### src/rtl/soss_pkg.sv
package soss_pkg;

    // Field and accumulator widths.
    localparam int SAMPLE_W  = 20;
    localparam int CODE_W    = 16;
    localparam int COUNT_W   = 20;
    localparam int SUM_W     = 42;
    localparam int SQ_W      = 61;
    localparam int MAG_W     = 41;
    localparam int MEAN_W    = 30;
    localparam int SIGMA_W   = 30;
    localparam int DIST_W    = 9;
    localparam int OUTSIDE_W = 20;
    localparam int AXIS_OUT_W = 2;

    // Code window kept per axis, centered on the first code.
    localparam int WINDOW_CODES = 256;
    localparam int WIN_IDX_W    = 8;
    localparam int DIFF_W       = CODE_W + 2;

    // Shared arithmetic unit: wide operand, square root remainder and root.
    localparam int WIDE_W  = 84;
    localparam int ROOT_W  = 43;
    localparam int SQREM_W = 46;
    localparam int STEP_W  = 7;

    // Command queue between the front and the back.
    localparam int QUEUE_DEPTH = 4;
    localparam int QPTR_W      = 2;

    localparam logic [COUNT_W-1:0] COUNT_FULL = '1;
    localparam logic [SIGMA_W-1:0] SIGMA_MAX  = '1;
    localparam logic [9:0]         MILLI      = 10'd1000;
    localparam logic [19:0]        MICRO      = 20'd1000000;

    typedef enum logic [1:0] {
        OP_CLEAR  = 2'd0,
        OP_PUSH   = 2'd1,
        OP_REPORT = 2'd2,
        OP_NONE   = 2'd3
    } opcode_t;

    typedef enum logic [1:0] {
        ARITH_MUL  = 2'd0,
        ARITH_DIV  = 2'd1,
        ARITH_SQRT = 2'd2
    } arith_op_t;

    typedef struct packed {
        logic      start;
        arith_op_t op;
    } arith_ctl_t;

    typedef struct packed {
        logic busy;
        logic done;
    } arith_sts_t;

    typedef struct packed {
        opcode_t                     opcode;
        logic signed [SAMPLE_W-1:0]  sample_x;
        logic signed [SAMPLE_W-1:0]  sample_y;
        logic signed [SAMPLE_W-1:0]  sample_z;
    } cmd_t;

endpackage

### src/rtl/soss_if.sv
interface soss_sample_if;
    logic                    valid;
    logic                    ready;
    soss_pkg::opcode_t       opcode;
    logic signed [19:0]      sample_x;
    logic signed [19:0]      sample_y;
    logic signed [19:0]      sample_z;

    modport source (output valid, opcode, sample_x, sample_y, sample_z, input ready);
    modport sink (input valid, opcode, sample_x, sample_y, sample_z, output ready);
endinterface


### src/rtl/soss_front.sv
module soss_front (
    input  logic                clk,
    input  logic                rst_n,
    soss_sample_if.sink         samples,
    output soss_pkg::cmd_t      q_word,
    output logic                q_valid,
    input  logic                q_pop
);

    soss_pkg::cmd_t                 slot_reg [soss_pkg::QUEUE_DEPTH];
    logic [soss_pkg::QPTR_W-1:0]    wr_ptr_reg, wr_ptr_next;
    logic [soss_pkg::QPTR_W-1:0]    rd_ptr_reg, rd_ptr_next;
    logic [soss_pkg::QPTR_W:0]      fill_reg, fill_next;
    logic                           take;
    logic                           keep;
    logic                           pop;

    // A word with the unused opcode is taken and dropped; it has no effect.
    assign samples.ready = (fill_reg != (soss_pkg::QPTR_W+1)'(soss_pkg::QUEUE_DEPTH));
    assign take          = samples.valid && samples.ready;
    assign keep          = take && (samples.opcode != soss_pkg::OP_NONE);
    assign q_valid       = (fill_reg != '0);
    assign pop           = q_pop && q_valid;
    assign q_word        = slot_reg[rd_ptr_reg];

    // Pointer and fill bookkeeping.
    always_comb
    begin
        wr_ptr_next = keep ? wr_ptr_reg + 1'b1 : wr_ptr_reg;
        rd_ptr_next = pop ? rd_ptr_reg + 1'b1 : rd_ptr_reg;
        fill_next   = fill_reg + (soss_pkg::QPTR_W+1)'(keep) - (soss_pkg::QPTR_W+1)'(pop);
    end

    always_ff @(posedge clk or negedge rst_n)
    begin
        if (!rst_n)
        begin
            wr_ptr_reg <= '0;
            rd_ptr_reg <= '0;
            fill_reg   <= '0;
        end
        else
        begin
            wr_ptr_reg <= wr_ptr_next;
            rd_ptr_reg <= rd_ptr_next;
            fill_reg   <= fill_next;
        end
    end

    // Queue storage.
    always_ff @(posedge clk)
    begin
        if (keep)
        begin
            slot_reg[wr_ptr_reg] <= '{opcode:   samples.opcode,
                                      sample_x: samples.sample_x,
                                      sample_y: samples.sample_y,
                                      sample_z: samples.sample_z};
        end
    end

endmodule

### src/flat_wrapper.sv
// flat-port wrapper written by rule: the top's interface ports become plain ports
module soss_front_flat 
  (clk, rst_n, q_word, q_valid, q_pop, samples_valid, samples_opcode, samples_sample_x, samples_sample_y, samples_sample_z, samples_ready);
  soss_sample_if samples_i ();
  input  logic clk;
  input  logic rst_n;
  output soss_pkg::cmd_t q_word;
  output logic q_valid;
  input  logic q_pop;
  input wire logic [$bits(samples_i.valid)-1:0] samples_valid;
  input wire logic [$bits(samples_i.opcode)-1:0] samples_opcode;
  input wire logic [$bits(samples_i.sample_x)-1:0] samples_sample_x;
  input wire logic [$bits(samples_i.sample_y)-1:0] samples_sample_y;
  input wire logic [$bits(samples_i.sample_z)-1:0] samples_sample_z;
  output wire logic [$bits(samples_i.ready)-1:0] samples_ready;
  assign samples_i.valid = samples_valid;
  assign samples_i.opcode = samples_opcode;
  assign samples_i.sample_x = samples_sample_x;
  assign samples_i.sample_y = samples_sample_y;
  assign samples_i.sample_z = samples_sample_z;
  assign samples_ready = samples_i.ready;
  soss_front u_core (.clk(clk), .rst_n(rst_n), .samples(samples_i), .q_word(q_word), .q_valid(q_valid), .q_pop(q_pop));
endmodule
### config.mk
export PLATFORM = sky130hd
export DESIGN_NAME = soss_front_flat
export DESIGN_NICKNAME = d
export VERILOG_FILES = /design/src/rtl/soss_pkg.sv /design/src/rtl/soss_if.sv /design/src/rtl/soss_front.sv /design/src/flat_wrapper.sv
export SDC_FILE = /design/constraint.sdc
export NUM_CORES = 1
export LEC_CHECK = 0
export BUFFER_PORTS_ARGS = -buffer_cell sky130_fd_sc_hd__buf_2
export CORE_MARGIN = 5
export CORE_UTILIZATION = 54
export CTS_BUF_LIST = sky130_fd_sc_hd__clkbuf_16
export DETAILED_ROUTE_END_ITERATION = 12
export PLACE_DENSITY = 0.76
export SLEW_MARGIN = 30
export SYNTH_ARGS = -nofsm -noshare
export SYNTH_HDL_FRONTEND = slang
export SYNTH_SLANG_ARGS = --single-unit
### constraint.sdc
create_clock -name clk -period 2.38 [get_ports clk]
set_input_delay 0.119 -clock clk [delete_from_list [all_inputs] [get_ports clk]]
set_output_delay 0.119 -clock clk [all_outputs]
set_load 0.02 [all_outputs]
==> results.py, run 1 <==
metrics = {
    "status": {
        "status": "complete, no violations",
    },
    "yosys": {
        "synthFlopType": "edfxtp_1",
        "synth_edf_count": 248,
        "ys_async_sr_fraction_pct": 2.75,
        "synth.top_cells.by_count": "248 x edfxtp_1, 62 x mux4_2, 8 x buf_2",
        "synth.distinct_cells": 19,
        "synth_warnings": 0,
        "syn-num-nets": 434,
        "synth_top_area_share_pct": 79.7,
        "yosysSeqAreaShare_pct": 81.6,
        "yosysTopAreaCell": "edfxtp_1",
        "synth.most_common_cell": "edfxtp_1",
        "postSynthAreaPerCell_sq_um": 25.9,
        "synthesis.area_sq_um": 9340,
        "synth-seq-cells": 255,
        "syn_inst": 361,
        "synthTopCellsByArea": "edfxtp_1 80%, mux4_2 15%, dfrtp_1 1.9%",
    },
    "floorplan": {
        "dieHeight_um": 142,
        "boundaryPins": 130,
        "start_util_pct": 54.6,
        "core_area_sq_um": 17100,
        "dieArea_sq_um": 20000,
        "rows": 48,
        "die_w_um": 142,
    },
    "drt": {
        "drc_errors": 0,
        "detail-route-antenna-nets": 0,
        "dr.pass1.iters": 4,
        "wl_met3_mm": 1.17,
        "wl_met1_mm": 6.79,
        "met2_length_mm": 8.39,
        "wirelength_mm": 16.5,
        "highest_layer": "met4",
        "viasPerCell": 5.31,
        "routed-via-count": 4362,
        "wl_per_cell_um": 20.1,
        "dr.first_iter.drc_count": 231,
    },
    "setup_path": {
        "cp_data_arrival_time_ns": 2.12,
        "crit_type": "reg2out",
        "cp_max_fo": 40,
        "crit_path_start_kind": "register",
        "cp_data_required_time_ns": 2.26,
        "cp-end-kind": "output pin",
    },
    "place": {
        "dp_hpwl_mm": 9.41,
        "gp_congestion": 0.710,
        "numPortBuffers": 129,
        "dp_cells": 705,
        "placed_cell_area_sq_um": 10300,
    },
    "finish": {
        "largest_reg_flops": 248,
        "layout.cells.non_filler": 821,
        "final_layout_size_suffix_gt1_share_pct": 40.8,
        "area_delta_synth_final_pct": 27.1,
        "final_nets": 648,
        "fin_util_pct": 69.3,
        "nFillCells": 1062,
        "final_area_sq_um": 11900,
    },
    "clock_tree": {
        "cts_resized": 0,
        "htree_levels": 1,
        "clockRootBuffer": "clkbuf_16",
        "post_cts_buffers": 0,
        "cts.reportedPaths.clkPinSlew_ns": 0.06,
        "clockBufferDepth": 3,
        "cts_made_buffers": 26,
        "cts_tree": "yes",
        "cts.sinks": 255,
        "hold_buffers": 65,
        "clk_latency_ns": 0.51,
    },
    "timing": {
        "finalCritPeriodShare_pct": 94.3,
        "fin_crit_ns": 2.24,
        "finalHoldViolations": 0,
        "tns_ns": 0,
        "slew_viol_final": 0,
        "fmax_mhz": 446,
        "setup_viol": 0,
        "relSlewSlack_pct": 37.1,
        "clock_skew_ns": 0.00933,
        "worst_slew_pin_slew_ns": 0.944,
        "rsz0062_at_grt": "no",
    },
    "grt": {
        "grt_pass1_wl_mm": 25.8,
        "antenna_found_initial": 1,
        "grt_max_degree": 63,
        "grt_pass1_vias": 4695,
        "grt_overflow": 0,
        "grtUsageTotal_pct": 16.7,
    },
    "power": {
        "total_power_uw": 14500,
        "p_per_area_nw_per_um2": 1220,
        "irDropWorstVdd_uv": 758,
        "p_leak_uw": 0.00417,
    },
    "worst_hold_path": {
        "hold_path_class": "in2reg",
    },
    "job": {
        "maxCapViolCount": 0,
    },
}
-- through the flow --
stage / hold slack [ns] / setup WS [ns]
after detailed placement: -0.0356 / 0.146
after CTS: 0.128 / 0.0742
final: 0.151 / 0.136
after global placement: -0.0436 / 0.231
after floorplan: -0.177 / 0.170
after global routing: 0.165 / 0.00344
-- placed cells by master (no fill, tap or decap), drive strengths merged, types with 2 or more instances in the layout --
master	netlist	final
inv	6	14
nand2	2	2
dlygate4sd3	0	65
xnor2	4	4
edfxtp	248	248
bufinv	0	5
dfrtp	7	7
ha	6	6
and2	4	4
mux4	62	62
clkinv	0	8
clkbuf	3	27
buf	12	136
-- layout make-up --
type / instances / area, sq um / area share [%]
clock buffer: 27 / 676 / 5.69
tap: 225 / 282 / 2.37
multi-input combinational: 85 / 1630 / 13.7
antenna: 1 / 2.50 / 0.0211
inverter: 6 / 22.5 / 0.190
timing repair buffer: 201 / 1410 / 11.9
clock inverter: 21 / 221 / 1.87
sequential: 255 / 7630 / 64.3
-- critical path, stage by stage, from the launching register on --
cell     delay [ns]
dfrtp_4        0.84
buf_4          0.29
mux4_2         0.30
buf_2          0.17
-- kinds of logic (layout without fill, tap and decap cells) --
kind of cell               Yosys count  after routing  synth area share, %
xor gates and xnor gates             5              5                0.469
DFF                                255            255                 81.6
and+or+nand+nor                      9              9                0.643
adders and majority gates            7              7                 1.02
buffers and inverters               21            255                 1.03
AOI/OAI and AO/OA                    1              1                0.107
other                                0              1                    0
muxes                               63             63                 15.1
-- per-layer routing --
| layer | vias up | track usage [%] |
|---|---|---|
| li1 | 1973 | - |
| met4 | 0 | 3.89 |
| met2 | 147 | 28.6 |
| met1 | 2224 | 21.9 |
| met5 | - | 0 |
| met3 | 18 | 4.01 |
-- final timing paths --
| kind | startpoint | endpoint | slack (ns) | cells after the start |
|---|---|---|---|---|
| setup / recovery | u_core.rd_ptr_reg[1]$_DFFE_PN0P_ | q_word[36] | 0.14 | 3 |
| hold / removal | samples_valid | u_core.wr_ptr_reg[0]$_DFFE_PN0P_ | 0.15 | 3 |
| hold reg to reg | u_core.wr_ptr_reg[1]$_DFFE_PN0P_ | u_core.wr_ptr_reg[1]$_DFFE_PN0P_ | 0.60 | 1 |
| setup reg to reg | u_core.fill_reg[1]$_DFF_PN0_ | u_core.fill_reg[2]$_DFF_PN0_ | 0.16 | 8 |
| max in group asynchronous | rst_n | u_core.rd_ptr_reg[1]$_DFFE_PN0P_ | 1.54 | 3 |
| min in group asynchronous | rst_n | u_core.fill_reg[2]$_DFF_PN0_ | 0.57 | 3 |
-- where the power goes --
group	switching, uW	internal (uW)
clock network	1550	2590
logic	2350	1900
registers	390	5740
total	4290	10200
Note: power is estimated with default switching activity, not from simulation.
==> run 2: changes to the inputs <==
Settings changed: PLACE_DENSITY 0.76 to not set, PLACE_DENSITY_LB_ADDON set to 0.25.
==> results.py, run 2 (synthesized netlist as in run 1, its figures left out) <==
metrics = {
    "status": {
        "status": "complete, no violations",
    },
    "finish": {
        "largest_reg_flops": 248,
        "final_layout_size_suffix_gt1_share_pct": 41.4,
        "fin_util_pct": 68.9,
        "most-common-layout-cells": "248 x edfxtp_1, 129 x buf_2, 65 x dlygate4sd3_1, 62 x mux4_2, 25 x clkbuf_16",
        "area_delta_synth_final_pct": 26.3,
        "layout_commonest_cell": "edfxtp_1",
        "final_nets": 657,
        "nFillCells": 1093,
        "diodes": 0,
    },
    "power": {
        "swShare_pct": 30.6,
        "pwr-share-comb_pct": 32.3,
        "irDropWorstVdd_uv": 729,
        "clkPwrFrac_pct": 25.0,
        "p_leak_uw": 0.00415,
        "p_seq_share_pct": 42.7,
        "power_switching_uw": 4260,
        "p_int_uw": 9680,
        "p_per_area_nw_per_um2": 1180,
    },
    "drt": {
        "routed-via-count": 4419,
        "drc_errors": 0,
        "detail-route-antenna-nets": 0,
        "wl_per_cell_um": 20.7,
        "wirelength_mm": 17.2,
        "viasPerCell": 5.34,
        "dr.first_iter.drc_count": 198,
        "dr.pass1.iters": 4,
    },
    "clock_tree": {
        "cts.reportedPaths.clkPinSlew_ns": 0.06,
        "cts_made_buffers": 24,
        "cts.sinks": 255,
        "htree_levels": 1,
        "clk_latency_ns": 0.50,
        "cts_resized": 0,
        "cts_tree": "yes",
        "clockBufferDepth": 3,
        "clockRootBuffer": "clkbuf_16",
    },
    "timing": {
        "tns_ns": 0,
        "fmax_mhz": 467,
        "finalCritPeriodShare_pct": 89.9,
        "slew_viol_final": 0,
        "fin_crit_ns": 2.14,
        "clock_skew_ns": 0.0120,
        "fin_worst_hold_slack_ns": 0.153,
        "worst_slew_pin_slew_ns": 0.477,
        "finalHoldViolations": 0,
        "rsz0062_at_grt": "no",
        "setup_viol": 0,
        "relSlewSlack_pct": 68.2,
    },
    "place": {
        "gp_congestion": 0.798,
        "numPortBuffers": 129,
        "dp_hpwl_mm": 10.6,
    },
    "grt": {
        "grt_max_degree": 57,
        "grt_busiest_layer": "met2",
        "grt_overflow": 0,
        "grtUsageTotal_pct": 17.4,
        "grt_util_met1_pct": 24.3,
        "grtUsageMet2_pct": 28.9,
        "grt_pass1_wl_mm": 27.0,
        "met3_usage_pct": 4.15,
        "grt_pass1_vias": 4864,
        "antenna_found_initial": 1,
    },
    "floorplan": {
        "die_w_um": 142,
        "core_area_sq_um": 17100,
        "rows": 48,
        "start_util_pct": 54.6,
        "dieHeight_um": 142,
        "dieArea_sq_um": 20000,
        "boundaryPins": 130,
    },
    "setup_path": {
        "cp_max_fo": 5,
        "cp_data_arrival_time_ns": 2.57,
        "cp_data_required_time_ns": 2.81,
        "cp-end-kind": "register",
        "crit_type": "reg2reg",
        "crit_path_start_kind": "register",
    },
    "worst_hold_path": {
        "hold_path_class": "in2reg",
    },
    "job": {
        "maxCapViolCount": 0,
    },
}
run 2: per-stage QoR:
step	setup slack, ns	area (sq um)	std cells	total power (uW)
finish	0.240	11800	827	13900
global placement	0.298	10400	716	10400
floorplan	0.170	9340	361	9000
detailed placement	0.242	10400	716	10500
CTS	0.192	11800	827	14200
global route	0.126	11800	827	14600
run 2: power groups by stage:
stage / Sequential [uW] / Combinational, uW / Clock, uW
6_report: 5960 / 4490 / 3480
5_1_grt: 6010 / 4840 / 3790
4_1_cts: 5960 / 4610 / 3590
3_5_place_dp: 6120 / 4420 / 0
3_3_place_gp: 6080 / 4370 / 0
2_1_floorplan: 5940 / 3060 / 0
run 2: layout make-up:
| class | count | area (sq um) | share of cell area (%) |
|---|---|---|---|
| multi-input combinational | 85 | 1630 | 13.8 |
| clock inverter | 19 | 104 | 0.881 |
| timing repair buffer | 212 | 1510 | 12.8 |
| inverter | 6 | 22.5 | 0.191 |
| sequential | 255 | 7630 | 64.7 |
| clock buffer | 25 | 626 | 5.31 |
| tap | 225 | 282 | 2.39 |
run 2: repair_timing:
item / 4_1_cts / 5_1_grt
setup endpoints to repair: 15 / 0
hold buffers: 65 / 0
endpoints found under the hold margin: 256 / 0
setup buffers: 2 / 0
run 2: worst paths after layout:
path	startpoint	endpoint	slack (ns)	cells after the start
worst max-delay path	u_core.fill_reg[1]$_DFF_PN0_	u_core.fill_reg[2]$_DFF_PN0_	0.24	8
worst min-delay path	samples_valid	u_core.wr_ptr_reg[0]$_DFFE_PN0P_	0.15	3
worst max register to register	u_core.fill_reg[1]$_DFF_PN0_	u_core.fill_reg[2]$_DFF_PN0_	0.24	8
worst min register to register	u_core.fill_reg[1]$_DFF_PN0_	u_core.fill_reg[2]$_DFF_PN0_	0.58	1
max in group asynchronous	rst_n	u_core.rd_ptr_reg[0]$_DFFE_PN0P_	1.56	3
min in group asynchronous	rst_n	u_core.fill_reg[0]$_DFF_PN0_	0.55	3
run 2: metal layers:
| metal | part of all wire (%) | vias to the layer above |
|---|---|---|
| li1 | - | 1987 |
| met1 | 43 | 2261 |
| met2 | 48 | 138 |
| met3 | 7.3 | 31 |
| met4 | 1.6 | 2 |
| met5 | 0.076 | - |
run 2: critical path, stage by stage (launching register included):
cell and delay (ns):
dfrtp_1 0.44, o31a_2 0.41, ha_1 0.30, inv_1 0.05, ha_1 0.13, inv_1 0.05
fa_1 0.37, xnor2_1 0.18, xnor2_1 0.13
